## src/sv/clbr_pkg.sv

```systemverilog
// Shared types, constants and helper functions for the character LCD buffer.
// Used by the front, queue, back and top-level modules; depends on nothing.
`default_nettype none

package clbr_pkg;

    localparam int MAX_ROWS    = 4;
    localparam int MAX_COLS    = 20;
    localparam int STORE_DEPTH = MAX_ROWS * MAX_COLS;
    localparam int ADDR_W      = $clog2(STORE_DEPTH);
    localparam int INIT_COUNT  = 10;

    localparam logic [7:0] SPACE_CHAR  = 8'h20;
    localparam logic [7:0] SET_DDRAM   = 8'h80;
    localparam logic [7:0] NIBBLE_MASK = 8'hF0;

    typedef enum logic [2:0] {
        KIND_INIT         = 3'd0,
        KIND_PLACE        = 3'd1,
        KIND_STRING_START = 3'd2,
        KIND_STRING_NEXT  = 3'd3,
        KIND_CLEAR        = 3'd4,
        KIND_REFRESH      = 3'd5
    } kind_t;

    // Register index, taken from the word address
    typedef enum logic [2:0] {
        REG_ROWS           = 3'd0,
        REG_COLS           = 3'd1,
        REG_BACKLIGHT_ON   = 3'd2,
        REG_I2C_ADDRESS    = 3'd3,
        REG_RS_MASK        = 3'd4,
        REG_ENABLE_MASK    = 3'd5,
        REG_BACKLIGHT_MASK = 3'd6
    } reg_index_t;

    typedef struct packed {
        logic [2:0] rows;
        logic [4:0] cols;
        logic       backlight_on;
        logic [6:0] i2c_address;
        logic [7:0] rs_mask;
        logic [7:0] enable_mask;
        logic [7:0] backlight_mask;
    } cfg_t;

    // Classified request handed from the front to the back
    typedef struct packed {
        kind_t             kind;
        logic [1:0]        row;
        logic [ADDR_W-1:0] pos;
        logic [ADDR_W-1:0] base;
        logic [7:0]        char_code;
    } cmd_t;

    typedef struct packed {
        logic [7:0] address_byte;
        logic [7:0] byte_high_strobe;
        logic [7:0] byte_high;
        logic [7:0] byte_low_strobe;
        logic [7:0] byte_low;
        logic       last;
    } out_t;

    typedef struct packed {
        logic              refreshing;
        logic [ADDR_W-1:0] rd_addr;
    } status_t;

    function automatic logic [2:0] eff_rows(input cfg_t cfg);
        logic [2:0] r;
        r = cfg.rows;
        if (cfg.rows == 3'd0)
            r = 3'd1;
        else if (cfg.rows > 3'(MAX_ROWS))
            r = 3'(MAX_ROWS);
        return r;
    endfunction

    function automatic logic [4:0] eff_cols(input cfg_t cfg);
        logic [4:0] c;
        c = cfg.cols;
        if (cfg.cols == 5'd0)
            c = 5'd1;
        else if (cfg.cols > 5'(MAX_COLS))
            c = 5'(MAX_COLS);
        return c;
    endfunction

    function automatic logic [ADDR_W-1:0] store_total(input cfg_t cfg);
        logic [7:0] prod;
        prod = {5'd0, eff_rows(cfg)} * {3'd0, eff_cols(cfg)};
        return prod[ADDR_W-1:0];
    endfunction

    function automatic logic [7:0] init_cmd(input logic [3:0] idx);
        logic [7:0] v;
        case (idx)
            4'd0:    v = 8'h33;
            4'd1:    v = 8'h33;
            4'd2:    v = 8'h32;
            4'd3:    v = 8'h20;
            4'd4:    v = 8'h06;
            4'd5:    v = 8'h0C;
            4'd6:    v = 8'h14;
            4'd7:    v = 8'h28;
            4'd8:    v = 8'h01;
            4'd9:    v = 8'h02;
            default: v = 8'h00;
        endcase
        return v;
    endfunction

    function automatic logic [7:0] line_base(input logic [1:0] row);
        logic [7:0] v;
        case (row)
            2'd0:    v = 8'h00;
            2'd1:    v = 8'h40;
            2'd2:    v = 8'h14;
            2'd3:    v = 8'h54;
            default: v = 8'h00;
        endcase
        return v;
    endfunction

    // Split one display byte into the expander address and four nibble bytes
    function automatic out_t format_byte(input cfg_t cfg, input logic [7:0] value,
                                         input logic is_data, input logic last);
        out_t       o;
        logic [7:0] flags;
        logic [7:0] hi;
        logic [7:0] lo;
        flags = (cfg.backlight_on ? cfg.backlight_mask : 8'h00)
              | (is_data ? cfg.rs_mask : 8'h00);
        hi = (value & NIBBLE_MASK) | flags;
        lo = ({value[3:0], 4'h0} & NIBBLE_MASK) | flags;
        o.address_byte     = {cfg.i2c_address, 1'b0};
        o.byte_high_strobe = hi | cfg.enable_mask;
        o.byte_high        = hi;
        o.byte_low_strobe  = lo | cfg.enable_mask;
        o.byte_low         = lo;
        o.last             = last;
        return o;
    endfunction

endpackage

`default_nettype wire

```

## src/sv/clbr_front.sv

```systemverilog
// Front end: takes requests, reduces row and column modulo the geometry with a
// bit-serial remainder unit, and pushes classified requests. Uses clbr_pkg.
`default_nettype none

module clbr_front (
    input  wire logic          clk,
    input  wire logic          rst_n,
    input  wire clbr_pkg::cfg_t cfg,
    input  wire logic          push,
    output logic               full,
    input  wire logic [2:0]    kind,
    input  wire logic [7:0]    row,
    input  wire logic [7:0]    col,
    input  wire logic [7:0]    char_code,
    input  wire logic          q_full,
    output logic               q_push,
    output clbr_pkg::cmd_t     q_cmd
);
    import clbr_pkg::*;

    typedef enum logic [1:0] {
        F_IDLE,
        F_DIV,
        F_PUSH
    } fstate_t;

    fstate_t    state_reg, state_next;
    logic [2:0] step_reg, step_next;
    logic [2:0] kind_reg, kind_next;
    logic [7:0] rem_r_reg, rem_r_next;
    logic [7:0] rem_c_reg, rem_c_next;
    logic [7:0] ch_reg, ch_next;

    logic [2:0]  nr;
    logic [4:0]  nc;
    logic [10:0] div_r;
    logic [12:0] div_c;
    logic        kind_ok;
    logic [6:0]  base;

    assign nr      = eff_rows(cfg);
    assign nc      = eff_cols(cfg);
    assign div_r   = {8'd0, nr} << step_reg;
    assign div_c   = {8'd0, nc} << step_reg;
    assign kind_ok = kind_reg inside {[KIND_INIT:KIND_REFRESH]};
    assign base    = 7'({5'd0, rem_r_reg[1:0]} * {2'd0, nc});

    assign full = (state_reg != F_IDLE);

    always_comb
    begin
        q_cmd.kind      = kind_t'(kind_reg);
        q_cmd.row       = rem_r_reg[1:0];
        q_cmd.base      = base;
        q_cmd.pos       = base + {2'd0, rem_c_reg[4:0]};
        q_cmd.char_code = ch_reg;
        q_push          = (state_reg == F_PUSH) && kind_ok && !q_full;
    end

    always_comb
    begin
        state_next = state_reg;
        step_next  = step_reg;
        kind_next  = kind_reg;
        rem_r_next = rem_r_reg;
        rem_c_next = rem_c_reg;
        ch_next    = ch_reg;
        case (state_reg)
            F_IDLE:
            begin
                if (push)
                begin
                    kind_next  = kind;
                    rem_r_next = row;
                    rem_c_next = col;
                    ch_next    = char_code;
                    step_next  = 3'd7;
                    state_next = F_DIV;
                end
            end
            F_DIV:
            begin
                // one restoring-remainder step for each operand
                if ({3'd0, rem_r_reg} >= div_r)
                    rem_r_next = rem_r_reg - div_r[7:0];
                if ({5'd0, rem_c_reg} >= div_c)
                    rem_c_next = rem_c_reg - div_c[7:0];
                step_next = step_reg - 3'd1;
                if (step_reg == 3'd0)
                    state_next = F_PUSH;
            end
            F_PUSH:
            begin
                // drop unknown kinds, otherwise hold until the queue has room
                if (!kind_ok || !q_full)
                    state_next = F_IDLE;
            end
            default:
                state_next = F_IDLE;
        endcase
    end

    always_ff @(posedge clk or negedge rst_n)
    begin
        if (!rst_n)
        begin
            state_reg <= F_IDLE;
            step_reg  <= 3'd0;
            kind_reg  <= 3'd0;
            rem_r_reg <= 8'd0;
            rem_c_reg <= 8'd0;
            ch_reg    <= 8'd0;
        end
        else
        begin
            state_reg <= state_next;
            step_reg  <= step_next;
            kind_reg  <= kind_next;
            rem_r_reg <= rem_r_next;
            rem_c_reg <= rem_c_next;
            ch_reg    <= ch_next;
        end
    end

endmodule

`default_nettype wire

```

## src/sv/clbr_queue.sv

```systemverilog
// Two-entry request queue between the front and the back end.
// Uses clbr_pkg for the request type.
`default_nettype none

module clbr_queue (
    input  wire logic           clk,
    input  wire logic           rst_n,
    input  wire logic           push,
    input  wire clbr_pkg::cmd_t push_cmd,
    output logic                full,
    input  wire logic           pop,
    output clbr_pkg::cmd_t      pop_cmd,
    output logic                empty
);
    import clbr_pkg::*;

    cmd_t       slot_reg [2];
    logic       wr_ptr_reg, rd_ptr_reg;
    logic [1:0] count_reg;
    logic       do_push, do_pop;

    assign full    = (count_reg == 2'd2);
    assign empty   = (count_reg == 2'd0);
    assign do_push = push && !full;
    assign do_pop  = pop && !empty;
    assign pop_cmd = slot_reg[rd_ptr_reg];

    always_ff @(posedge clk)
    begin
        if (do_push)
            slot_reg[wr_ptr_reg] <= push_cmd;
    end

    always_ff @(posedge clk or negedge rst_n)
    begin
        if (!rst_n)
        begin
            wr_ptr_reg <= 1'b0;
            rd_ptr_reg <= 1'b0;
            count_reg  <= 2'd0;
        end
        else
        begin
            if (do_push)
                wr_ptr_reg <= !wr_ptr_reg;
            if (do_pop)
                rd_ptr_reg <= !rd_ptr_reg;
            if (do_push && !do_pop)
                count_reg <= count_reg + 2'd1;
            else if (do_pop && !do_push)
                count_reg <= count_reg - 2'd1;
        end
    end

endmodule

`default_nettype wire

```

## src/sv/clbr_back.sv

```systemverilog
// Back end: owns the screen store, the string cursor and the result register;
// runs init, store writes, clears and row refreshes. Uses clbr_pkg.
`default_nettype none

module clbr_back (
    input  wire logic           clk,
    input  wire logic           rst_n,
    input  wire clbr_pkg::cfg_t cfg,
    input  wire logic           q_empty,
    output logic                q_pop,
    input  wire clbr_pkg::cmd_t q_cmd,
    input  wire logic           pop,
    output logic                empty,
    output clbr_pkg::out_t      result,
    output clbr_pkg::status_t   status
);
    import clbr_pkg::*;

    typedef enum logic [2:0] {
        B_IDLE,
        B_INIT,
        B_CMD,
        B_READ,
        B_DATA
    } bstate_t;

    bstate_t           state_reg, state_next;
    logic [4:0]        j_reg, j_next;
    logic [1:0]        row_reg, row_next;
    logic [ADDR_W-1:0] base_reg, base_next;
    logic [ADDR_W-1:0] cursor_reg, cursor_next;
    out_t              out_reg, out_next;
    logic              out_valid_reg, out_valid_next;

    logic [7:0]              mem [STORE_DEPTH];
    logic [STORE_DEPTH-1:0]  valid_reg;
    logic [7:0]              rd_data_reg;
    logic                    rd_valid_reg;

    logic [ADDR_W-1:0] total;
    logic [4:0]        nc;
    logic [ADDR_W-1:0] rd_addr;
    logic              slot_free;
    logic              wr_en;
    logic [ADDR_W-1:0] wr_addr;
    logic              clr_en;
    logic [ADDR_W-1:0] cur_pos;
    logic [ADDR_W-1:0] cur_inc;
    logic [ADDR_W-1:0] pos_inc;
    logic [7:0]        store_byte;

    assign total      = store_total(cfg);
    assign nc         = eff_cols(cfg);
    assign rd_addr    = base_reg + {2'd0, j_reg};
    assign slot_free  = !out_valid_reg || pop;
    assign cur_pos    = (cursor_reg >= total) ? '0 : cursor_reg;
    assign cur_inc    = (cur_pos + 1'b1 >= total) ? '0 : cur_pos + 1'b1;
    assign pos_inc    = (q_cmd.pos + 1'b1 >= total) ? '0 : q_cmd.pos + 1'b1;
    assign store_byte = rd_valid_reg ? rd_data_reg : SPACE_CHAR;

    assign empty             = !out_valid_reg;
    assign result            = out_reg;
    assign status.refreshing = (state_reg == B_READ) || (state_reg == B_DATA);
    assign status.rd_addr    = rd_addr;

    always_comb
    begin
        state_next     = state_reg;
        j_next         = j_reg;
        row_next       = row_reg;
        base_next      = base_reg;
        cursor_next    = cursor_reg;
        out_next       = out_reg;
        out_valid_next = out_valid_reg && !pop;
        q_pop          = 1'b0;
        wr_en          = 1'b0;
        wr_addr        = q_cmd.pos;
        clr_en         = 1'b0;
        case (state_reg)
            B_IDLE:
            begin
                if (!q_empty)
                begin
                    q_pop = 1'b1;
                    case (q_cmd.kind)
                        KIND_INIT:
                        begin
                            clr_en     = 1'b1;
                            j_next     = 5'd0;
                            state_next = B_INIT;
                        end
                        KIND_PLACE:
                        begin
                            wr_en       = 1'b1;
                            cursor_next = q_cmd.pos;
                        end
                        KIND_STRING_START:
                        begin
                            cursor_next = q_cmd.pos;
                            if (q_cmd.char_code != 8'd0)
                            begin
                                wr_en       = 1'b1;
                                cursor_next = pos_inc;
                            end
                        end
                        KIND_STRING_NEXT:
                        begin
                            if (q_cmd.char_code != 8'd0)
                            begin
                                wr_en       = 1'b1;
                                wr_addr     = cur_pos;
                                cursor_next = cur_inc;
                            end
                        end
                        KIND_CLEAR:
                            clr_en = 1'b1;
                        KIND_REFRESH:
                        begin
                            row_next   = q_cmd.row;
                            base_next  = q_cmd.base;
                            state_next = B_CMD;
                        end
                        default:
                            state_next = B_IDLE;
                    endcase
                end
            end
            B_INIT:
            begin
                if (slot_free)
                begin
                    out_next = format_byte(cfg, init_cmd(j_reg[3:0]), 1'b0,
                                           j_reg == 5'(INIT_COUNT - 1));
                    out_valid_next = 1'b1;
                    j_next = j_reg + 5'd1;
                    if (j_reg == 5'(INIT_COUNT - 1))
                        state_next = B_IDLE;
                end
            end
            B_CMD:
            begin
                if (slot_free)
                begin
                    out_next = format_byte(cfg, SET_DDRAM | line_base(row_reg), 1'b0, 1'b0);
                    out_valid_next = 1'b1;
                    j_next         = 5'd0;
                    state_next     = B_READ;
                end
            end
            B_READ:
                state_next = B_DATA;
            B_DATA:
            begin
                if (slot_free)
                begin
                    out_next = format_byte(cfg, store_byte, 1'b1, j_reg == nc - 5'd1);
                    out_valid_next = 1'b1;
                    if (j_reg == nc - 5'd1)
                        state_next = B_IDLE;
                    else
                    begin
                        j_next     = j_reg + 5'd1;
                        state_next = B_READ;
                    end
                end
            end
            default:
                state_next = B_IDLE;
        endcase
    end

    always_ff @(posedge clk or negedge rst_n)
    begin
        if (!rst_n)
        begin
            state_reg     <= B_IDLE;
            j_reg         <= 5'd0;
            row_reg       <= 2'd0;
            base_reg      <= '0;
            cursor_reg    <= '0;
            out_reg       <= '0;
            out_valid_reg <= 1'b0;
        end
        else
        begin
            state_reg     <= state_next;
            j_reg         <= j_next;
            row_reg       <= row_next;
            base_reg      <= base_next;
            cursor_reg    <= cursor_next;
            out_reg       <= out_next;
            out_valid_reg <= out_valid_next;
        end
    end

    // Screen store: one write port, one registered read port
    always_ff @(posedge clk)
    begin
        if (wr_en)
            mem[wr_addr] <= q_cmd.char_code;
        rd_data_reg <= mem[rd_addr];
    end

    // Entry valid bits: an entry never written since reset or clear reads as space
    always_ff @(posedge clk or negedge rst_n)
    begin
        if (!rst_n)
        begin
            valid_reg    <= '0;
            rd_valid_reg <= 1'b0;
        end
        else
        begin
            if (wr_en)
                valid_reg[wr_addr] <= 1'b1;
            else if (clr_en)
            begin
                for (int i = 0; i < STORE_DEPTH; i++)
                begin
                    if (ADDR_W'(i) < total)
                        valid_reg[i] <= 1'b0;
                end
            end
            rd_valid_reg <= valid_reg[rd_addr];
        end
    end

endmodule

`default_nettype wire

```

## src/sv/char_lcd_buffer_refresh_top.sv

```systemverilog
// Flow: a request reaches the queue after 8 remainder steps for row and column, then the push;
// the back pops it once it is back in its idle state.
// Pacing: the front takes a new request only once the last one has left it, which bounds
// store writes, clears and unknown kinds; init gives its 10 results one per cycle while the
// result slot is free; a row refresh gives one command, then a store read and format per column.
// Reset: registers take their defaults, the cursor zero; valid bits make the store read spaces.
`default_nettype none

module char_lcd_buffer_refresh_top (
    input  wire logic        clk,
    input  wire logic        rst_n,
    // configuration port
    input  wire logic        psel,
    input  wire logic        penable,
    input  wire logic        pwrite,
    input  wire logic [4:0]  paddr,
    input  wire logic [31:0] pwdata,
    output logic [31:0]      prdata,
    output logic             pready,
    // request side
    input  wire logic        push,
    output logic             full,
    input  wire logic [2:0]  kind,
    input  wire logic [7:0]  row,
    input  wire logic [7:0]  col,
    input  wire logic [7:0]  char_code,
    // result side
    output logic             empty,
    input  wire logic        pop,
    output logic [7:0]       address_byte,
    output logic [7:0]       byte_high_strobe,
    output logic [7:0]       byte_high,
    output logic [7:0]       byte_low_strobe,
    output logic [7:0]       byte_low,
    output logic             last
);
    import clbr_pkg::*;

    cfg_t       cfg_reg;
    logic       cfg_write;
    reg_index_t cfg_index;

    cmd_t    fq_cmd, qb_cmd;
    logic    fq_push, fq_full;
    logic    qb_pop, qb_empty;
    out_t    result;
    status_t status;

    assign pready    = 1'b1;
    assign cfg_write = psel && penable && pwrite && pready;
    assign cfg_index = reg_index_t'(paddr[4:2]);

    // Register writes; addresses past the last register are dropped
    always_ff @(posedge clk or negedge rst_n)
    begin
        if (!rst_n)
        begin
            cfg_reg.rows           <= 3'd2;
            cfg_reg.cols           <= 5'd16;
            cfg_reg.backlight_on   <= 1'b1;
            cfg_reg.i2c_address    <= 7'd39;
            cfg_reg.rs_mask        <= 8'h01;
            cfg_reg.enable_mask    <= 8'h04;
            cfg_reg.backlight_mask <= 8'h08;
        end
        else if (cfg_write)
        begin
            case (cfg_index)
                REG_ROWS:           cfg_reg.rows           <= pwdata[2:0];
                REG_COLS:           cfg_reg.cols           <= pwdata[4:0];
                REG_BACKLIGHT_ON:   cfg_reg.backlight_on   <= pwdata[0];
                REG_I2C_ADDRESS:    cfg_reg.i2c_address    <= pwdata[6:0];
                REG_RS_MASK:        cfg_reg.rs_mask        <= pwdata[7:0];
                REG_ENABLE_MASK:    cfg_reg.enable_mask    <= pwdata[7:0];
                REG_BACKLIGHT_MASK: cfg_reg.backlight_mask <= pwdata[7:0];
                default:            cfg_reg                <= cfg_reg;
            endcase
        end
    end

    // Read back the addressed register, zero-extended
    always_comb
    begin
        case (cfg_index)
            REG_ROWS:           prdata = {29'd0, cfg_reg.rows};
            REG_COLS:           prdata = {27'd0, cfg_reg.cols};
            REG_BACKLIGHT_ON:   prdata = {31'd0, cfg_reg.backlight_on};
            REG_I2C_ADDRESS:    prdata = {25'd0, cfg_reg.i2c_address};
            REG_RS_MASK:        prdata = {24'd0, cfg_reg.rs_mask};
            REG_ENABLE_MASK:    prdata = {24'd0, cfg_reg.enable_mask};
            REG_BACKLIGHT_MASK: prdata = {24'd0, cfg_reg.backlight_mask};
            default:            prdata = 32'd0;
        endcase
    end

    // Front: accept and classify each request
    clbr_front u_front (
        .clk       (clk),
        .rst_n     (rst_n),
        .cfg       (cfg_reg),
        .push      (push),
        .full      (full),
        .kind      (kind),
        .row       (row),
        .col       (col),
        .char_code (char_code),
        .q_full    (fq_full),
        .q_push    (fq_push),
        .q_cmd     (fq_cmd)
    );

    // Short queue lets the front take the next request while the back works
    clbr_queue u_queue (
        .clk      (clk),
        .rst_n    (rst_n),
        .push     (fq_push),
        .push_cmd (fq_cmd),
        .full     (fq_full),
        .pop      (qb_pop),
        .pop_cmd  (qb_cmd),
        .empty    (qb_empty)
    );

    // Back: store, cursor and result generation
    clbr_back u_back (
        .clk     (clk),
        .rst_n   (rst_n),
        .cfg     (cfg_reg),
        .q_empty (qb_empty),
        .q_pop   (qb_pop),
        .q_cmd   (qb_cmd),
        .pop     (pop),
        .empty   (empty),
        .result  (result),
        .status  (status)
    );

    assign address_byte     = result.address_byte;
    assign byte_high_strobe = result.byte_high_strobe;
    assign byte_high        = result.byte_high;
    assign byte_low_strobe  = result.byte_low_strobe;
    assign byte_low         = result.byte_low;
    assign last             = result.last;

`ifndef ASSERT_OFF
    // An accepted request keeps the front busy for its remainder steps
    a_front_busy: assert property (@(posedge clk) disable iff (!rst_n)
        push && !full |=> full)
        else $error("front did not hold off after accepting a request");

    // The front never pushes into a full queue
    a_no_overflow: assert property (@(posedge clk) disable iff (!rst_n)
        fq_push |-> !fq_full)
        else $error("request pushed into full queue");

    // Refresh reads stay inside the screen store
    a_read_range: assert property (@(posedge clk) disable iff (!rst_n)
        status.refreshing |-> (status.rd_addr < ADDR_W'(STORE_DEPTH)))
        else $error("refresh read beyond the screen store");
`endif

endmodule

`default_nettype wire
```

## config.mk

```make
export PLATFORM = sky130hd
export DESIGN_NAME = char_lcd_buffer_refresh_top
export DESIGN_NICKNAME = d
export VERILOG_FILES = /design/src/sv/clbr_pkg.sv /design/src/sv/clbr_front.sv /design/src/sv/clbr_queue.sv /design/src/sv/clbr_back.sv /design/src/sv/char_lcd_buffer_refresh_top.sv
export SDC_FILE = /design/constraint.sdc
export NUM_CORES = 1
export LEC_CHECK = 0
export ABC_CLOCK_PERIOD_IN_PS = 15010
export BUFFER_PORTS_ARGS = -buffer_cell sky130_fd_sc_hd__buf_2
export CORE_MARGIN = 3
export CORE_UTILIZATION = 65
export CTS_CLUSTER_SIZE = 14
export DETAILED_ROUTE_END_ITERATION = 8
export MAX_ROUTING_LAYER = met4
export PLACE_DENSITY = 0.84
export SLEW_MARGIN = 0
export SYNTH_ARGS = -nofsm -noshare
export SYNTH_HDL_FRONTEND = slang
export SYNTH_SLANG_ARGS = --single-unit
```

## constraint.sdc

```tcl
create_clock -name clk -period 15.01 [get_ports clk]
set_input_delay 3.002 -clock clk [delete_from_list [all_inputs] [get_ports clk]]
set_output_delay 3.002 -clock clk [all_outputs]
set_load 0.01 [all_outputs]
```

==> qor.yml, run 1 <==
outcome:
  outcome: "complete, but fails checks"
  violations: "DRC"
placed_design:
  io_buffers: 94
  place_area_sq_mm: 0.0422
  place_hpwl_microns: 66100
  place_congestion: 0.967
detailed_routing:
  drc_errors: 1
  wire_per_inst_microns: 29.7
  drt_iter0_drc: 3279
  ant_nets: 0
  drt_wl_total_microns: 109000
  dr.pass1.iters: 7
  routed-via-count: 25400
  via_per_inst: 6.91
worst_setup_path:
  crit_type: "flop to flop"
  ff2ff_setup_slack_ps: 7050
  critPathMaxStageDelay_ps: 640
  cp-endpoint: "u_back.cursor_reg[0]"
  worstRegToRegCells: 26
  timing.critical_path.mode_cell: "ha_1"
  crit_arrival_ps: 8510
  critPathLaunch: "cfg_reg[38]"
  critPathMaxFanout: 10
  cp_data_required_time_ps: 15570
  end_kind: "flop"
  reg2reg_from: "cfg_reg[38]"
  reg2reg_to: "u_back.cursor_reg[0]"
  slowest_stage: "dfstp_2"
  start_kind: "flop"
timing:
  final_hold_viol_count: 0
  drv_slew: 0
  worstMarginPinSlew_ps: 1260
  fin_crit_ps: 7960
  rsz0062_at_grt: "no"
  fin_skew_ps: 30.2
  finalSetupTns_ps: 0
  max-slew-margin-rel: 0.147
  fmax_mhz: 126
  finalSetupViolations: 0
  min_period_over_period: 0.530
floorplan:
  placementRows: 91
  initial_utilization: 0.661
  core_region_area_sq_mm: 0.0622
  die_h_microns: 257
  dieArea_sq_mm: 0.0662
  die_w_microns: 257
  ios: 147
pwr:
  leakage_nw: 16.3
  peakVddDrop_uv: 246
  powerDensity_mw_per_mm2: 236
global_routing:
  grt_max_degree: 113
  grt_overflow_total: 0
  grt_pass1_vias: 25600
  antenna_found_initial: 2
  track_usage: 0.345
  grt_pass1_wl_microns: 164000
clocking:
  post_cts_buffers: 0
  clk_latency_ps: 660
  cts_root_buf: "clkbuf_16"
  cts_buffers: 91
  cts_max_level: 3
  cts.sinks: 920
  cts_hold_buf: 0
  cts_buffer_depth: 3
  cts_tree: "built"
  post_cts_resized: 0
  cts.clk_slew.worst_paths_ps: 60
layout:
  nets: 2896
  final_cell_mix: "edfxtp_1 (694), nor2_1 (235), mux4_2 (233)"
  nFillCells: 3770
  largest_reg_flops: 640
  area_growth_pct: 10.0
  final_area_sq_mm: 0.0452
  drive_gt1_frac: 0.223
  final_common_cell: "edfxtp_1"
synthesis:
  synthCells: 2678
  avgSynthCellArea_sq_um: 15.3
  synth-edff-count: 694
  synth.distinct_cells: 88
  synth-seq-cells: 920
  synthArstFlopShare: 0.237
  yosys_warnings: 0
  synthFlopType: "edfxtp_1"
  ys_seq_area_frac: 0.644
  syn_area_sq_mm: 0.0411
min_path:
  hold_depth: 0
  hp-class: "flop to flop"
job:
  cap_violations: 0
[where the power goes]
group          leakage [nW]  internal [mW]  switching [mW]
clock                  1.47           1.31           0.993
combinational          5.72           2.13            2.88
sequential             9.08           3.11           0.240
total                  16.3           6.55            4.12
[critical path: cells and delay by family (launching register included)]
family,cells,cell delay [ps]
simple gates,9,1990
xor+xnor,2,650
buf+inv,1,340
fa+ha+maj,6,2060
flops,1,640
compound gates,8,2190
[layer usage]
layer	routed length, microns	track usage	vias to the layer above
met5	0	-	-
met4	4790	0.136	0
met3	10200	0.0661	312
met2	53700	0.542	1646
met1	40300	0.454	12900
li1	-	-	10500
[cell usage after synthesis, types with 11 or more instances]
cell type / count / area, sq um
a22oi_1: 15 / 113
buf_2: 45 / 225
clkbuf_1: 81 / 304
ha_1: 64 / 801
o31ai_1: 12 / 90.1
a21oi_1: 117 / 586
buf_4: 35 / 263
mux2_2: 85 / 957
inv_1: 56 / 210
nand2b_1: 26 / 163
a31oi_1: 14 / 87.6
a21o_1: 39 / 293
dfrtp_1: 208 / 5200
nor2b_1: 21 / 131
nor3_1: 43 / 215
xnor2_1: 34 / 298
nor2_1: 237 / 890
nand3_1: 32 / 160
o21a_1: 22 / 165
or3_1: 11 / 68.8
o22ai_1: 19 / 119
and3_1: 15 / 93.8
o21ai_0: 122 / 611
mux4_2: 233 / 5250
mux2i_1: 31 / 310
edfxtp_1: 694 / 20800
o21ai_1: 24 / 120
nand2_1: 144 / 541
[per-stage QoR]
step                      std cells  total power [mW]   util  worst slack, ps  hold slack [ps]
after floorplan                2702              6.71      -             7790              442
after global placement         3496              8.06  0.679             7350              449
after detailed placement       3496              8.24  0.679             7230              465
after CTS                      3667              10.6  0.727             7190              474
after global routing           3669              11.1  0.727             6590              490
final                          3670              10.7  0.727             7050              471
[kinds of logic (layout without fill, tap and decap cells)]
logic type                 after synthesis  in the layout  share of synthesized area
AOI/OAI and AO/OA                      464            464                     0.0709
xor gates and xnor gates                44             44                    0.00938
adders and majority gates               73             73                     0.0239
buffers and inverters                  234            362                     0.0267
DFF                                    920            920                      0.644
muxes                                  349            349                      0.159
other                                    2             29                   0.000183
and+or+nand+nor                        592            592                     0.0659
[worst min-delay path by stage]
stage / start / to / slack (ps)
after floorplan: u_front.ch_reg[0] / u_queue.slot_reg[0][0] / 440
after global placement: u_front.ch_reg[1] / u_queue.slot_reg[1][1] / 450
after detailed placement: u_front.ch_reg[3] / u_queue.slot_reg[1][3] / 460
after CTS: u_front.ch_reg[3] / u_queue.slot_reg[1][3] / 470
after global routing: u_back.valid_reg[60] / u_back.valid_reg[60] / 490
final: u_front.ch_reg[3] / u_queue.slot_reg[0][3] / 470
[layout make-up]
| type | count | area, sq um | area share |
|---|---|---|---|
| Antenna cell | 3 | 7.51 | 0.000166 |
| Inverter | 59 | 221 | 0.00490 |
| Clock buffer | 124 | 2520 | 0.0559 |
| Clock inverter | 47 | 467 | 0.0103 |
| Multi-Input combinational cell | 1548 | 13700 | 0.303 |
| Tap cell | 837 | 1050 | 0.0232 |
| Sequential cell | 920 | 26500 | 0.586 |
| Timing Repair Buffer | 132 | 778 | 0.0172 |
Power figures use the tool's default switching activity.
==> run 2, diff against run 1 <==
- ABC_AREA: default -> 1
- ABC_CLOCK_PERIOD_IN_PS: 15010 -> 8000
- CORE_UTILIZATION: 65 -> 62
- PLACE_DENSITY: 0.84 -> 0.81
- clock period: 15.01 -> 8 ns (I/O delays scaled with it)
==> run 2 against run 1 <==
- non-clock buffer count is 9 higher
- highest routed layer unchanged
- the run now ends clean
- worst hold slack lost 4.4 ps
- core utilization fell by 3.7 points
- clock skew decreased by 3.0 ps
- largest power group unchanged
- clock-buffer cell count decreased by 10
- critical path depth decreased by 3
- synthesized cell count increased by 47%
- total power is 100% higher
- register-to-register slack worse by 6000 ps
- sequential power up 96%
==> qor.yml, run 2 <==
outcome:
  outcome: "finished clean"
timing:
  finalWorstSetupSlack_ps: 1030  # -6020 ps
  rsz0062_at_grt: "no"
  finalSetupViolations: 0  # unchanged
  fin_skew_ps: 27.2  # -3.03 ps
  finalSetupTns_ps: 0  # unchanged
  max-slew-margin-rel: 0.168  # +0.0201
  min_period_over_period: 0.871  # +0.341
  fmax_mhz: 144  # +14%
  fin_crit_ps: 6970  # -990 ps
  hold_slack_ps: 467  # -4.37 ps
  final_hold_viol_count: 0  # unchanged
  drv_slew: 0  # unchanged
  worstMarginPinSlew_ps: 1240  # -25.9 ps
pwr:
  leakage_nw: 17.0  # +4.4%
  p_sw_mw: 9.88  # +140%
  peakVddDrop_uv: 596  # +140%
  seqPwrFrac: 0.308  # -0.006
  p_comb_frac: 0.497  # +0.027
  swShare: 0.463  # +0.0767
  p_int_mw: 11.5  # +75%
  finalPower_mw: 21.4  # +100%
  powerDensity_mw_per_mm2: 469  # +99%
  clkPwrFrac: 0.195  # -0.021
synthesis:
  synthArstFlopShare: 0.237  # unchanged
  syn_area_sq_mm: 0.0415  # +0.96%
  synth_top_area_frac: 0.503  # -0.00484
  synthFlopType: "edfxtp_1"
  synthCells: 3930  # +47%
  synth_top_area_cell: "edfxtp_1"
  yosys_warnings: 0  # unchanged
  yosys-top-cells-area: "edfxtp_1 (50%), dfrtp_1 (13%), o21ai_0 (7.6%), nor2_1 (5.4%), nand2_1 (4.8%)"
  synth_common_cells: "edfxtp_1 (694), o21ai_0 (630), nor2_1 (601), nand2_1 (529), inv_1 (214)"
  yosysMostFrequentCell: "edfxtp_1"
  avgSynthCellArea_sq_um: 10.6  # -31%
  synth-edff-count: 694  # unchanged
  synth.distinct_cells: 65  # -26%
  synth-seq-cells: 920  # unchanged
  ys_seq_area_frac: 0.638  # -0.00614
layout:
  nFillCells: 4650  # +23%
  nets: 4087  # +41%
  area_growth_pct: 9.68
  final_common_cell: "edfxtp_1"
  drive_gt1_frac: 0.0913  # -0.131
  final_cell_mix: "edfxtp_1 (694), o21ai_0 (629), nor2_1 (599)"
  largest_reg_flops: 640  # unchanged
detailed_routing:
  dr.pass1.iters: 6  # -1
  ant_nets: 0  # unchanged
  wl_met3_microns: 10100  # -1.2%
  m1WireLength_microns: 39900  # -1.1%
  drc_errors: 0  # -1
  routed-via-count: 30800  # +21%
  drt_iter0_drc: 3954  # +21%
  via_per_inst: 6.31  # -8.8%
  wire_per_inst_microns: 21.6  # -27%
  drt_wl_total_microns: 106000  # -3.1%
  routed.top_layer: "met4"
  routed-wl-met2_microns: 50300  # -6.4%
clocking:
  post_cts_buffers: 0  # unchanged
  cts.sinks: 920  # unchanged
  cts_buffers: 91  # unchanged
  cts_root_buf: "clkbuf_16"
  clk_latency_ps: 660  # about the same
  cts_max_level: 3  # unchanged
  cts.clk_slew.worst_paths_ps: 60  # about the same
  cts_buffer_depth: 3  # unchanged
  post_cts_resized: 0  # unchanged
  cts_tree: "built"
  cts_hold_buf: 0  # unchanged
floorplan:
  die_w_microns: 265  # +2.8%
  core_region_area_sq_mm: 0.0660  # +6.1%
  die_h_microns: 265  # +2.8%
  placementRows: 94  # +3.3%
  initial_utilization: 0.629  # -0.0322
  ios: 147  # unchanged
  dieArea_sq_mm: 0.0700  # +5.7%
placed_design:
  place_hpwl_microns: 63200  # -4.3%
  pre_cts_slack_ps: 1200  # -6030 ps
  io_buffers: 94  # unchanged
  place_congestion: 0.936  # -3.3%
worst_setup_path:
  crit_type: "flop to flop"
  end_kind: "flop"
  critPathMaxFanout: 12  # +2
  crit_arrival_ps: 7250  # -1260 ps
  start_kind: "flop"
  cp_data_required_time_ps: 8280  # -7290 ps
global_routing:
  grt_pass1_vias: 29800  # +16%
  antenna_found_initial: 1  # -1
  grt_max_degree: 218  # +93%
  grt_overflow_total: 0  # unchanged
  track_usage: 0.308  # -0.0370
  grt_pass1_wl_microns: 164000  # -0.36%
min_path:
  hp-class: "flop to flop"
job:
  cap_violations: 0  # unchanged
==> run 2: logic make-up (layout without fill, tap and decap cells) <==
logic type | Yosys count | after routing | synth area share
flops | 920 | 920 | 0.638
other cells | 2 | 27 | 0.000181
fa+ha+maj | 73 | 73 | 0.0237
xor+xnor | 37 | 37 | 0.00781
compound gates | 1109 | 1109 | 0.154
simple gates | 1297 | 1297 | 0.126
mux | 13 | 13 | 0.00332
buf+inv | 479 | 543 | 0.0473
==> run 2: power groups by stage <==
stage	Combinational (mW)	Sequential, mW	Clock, mW
2_1_floorplan	7.06	6.60	0
3_3_place_gp	10.1	6.63	0
3_5_place_dp	10.3	6.65	0
4_1_cts	10.4	6.56	4.21
5_1_grt	11.6	6.63	4.40
6_report	10.6	6.57	4.17
==> run 2: final cells by class <==
class                           count  area [sq um]  share of cell area
Multi-Input combinational cell   2555         13300               0.292
Inverter                          234           891              0.0196
Sequential cell                   920         26500               0.582
Tap cell                          864          1080              0.0238
Clock inverter                     54           499              0.0110
Timing Repair Buffer              141           858              0.0189
Clock buffer                      114          2410              0.0531
Antenna cell                        1          2.50           0.0000550
==> run 2: stage by stage <==
| step | util | std cells | area [sq um] |
|---|---|---|---|
| after floorplan | - | 3954 | 41600 |
| final | 0.689 | 4883 | 45500 |
| after CTS | 0.689 | 4882 | 45500 |
| after detailed placement | 0.645 | 4714 | 42600 |
| after global placement | 0.645 | 4714 | 42600 |
| after global routing | 0.689 | 4883 | 45500 |
==> run 2: worst max-delay path, stage by stage (launching register included) <==
cell and delay [ps]:
dfstp_2 670, inv_1 100, o21ai_0 330, inv_1 200
nor2_1 160, fa_1 430, ha_1 240, fa_1 400
xor2_1 440, inv_1 340, ha_1 380, a21oi_1 140
nand2_1 70, nand2_1 50, nand2_1 50, nand2_2 90
nand3_1 150, inv_1 140, nand2_1 100, o21ai_4 140
nand2_1 190, inv_1 180, nand2_1 620, nor2_1 930
==> run 2: routing by layer <==
layer  global-route usage  vias to the layer above
li1                     -                    13900
met1                0.394                    14700
met2                0.486                     1767
met3               0.0497                      359
met4                0.151                        0
met5                    -                        -
==> run 2: worst paths after layout <==
check	from	to	slack, ps	cells past startpoint
min in group asynchronous	rst_n	cfg_reg[0]	930	1
hold reg to reg	u_front.ch_reg[5]	u_queue.slot_reg[1][5]	470	0
setup reg to reg	cfg_reg[36]	u_back.mem[57][0]	1030	23
max in group asynchronous	rst_n	u_back.valid_reg[24]	5560	2
hold / removal	u_front.ch_reg[5]	u_queue.slot_reg[1][5]	470	0
setup / recovery	cfg_reg[36]	u_back.mem[57][0]	1030	23
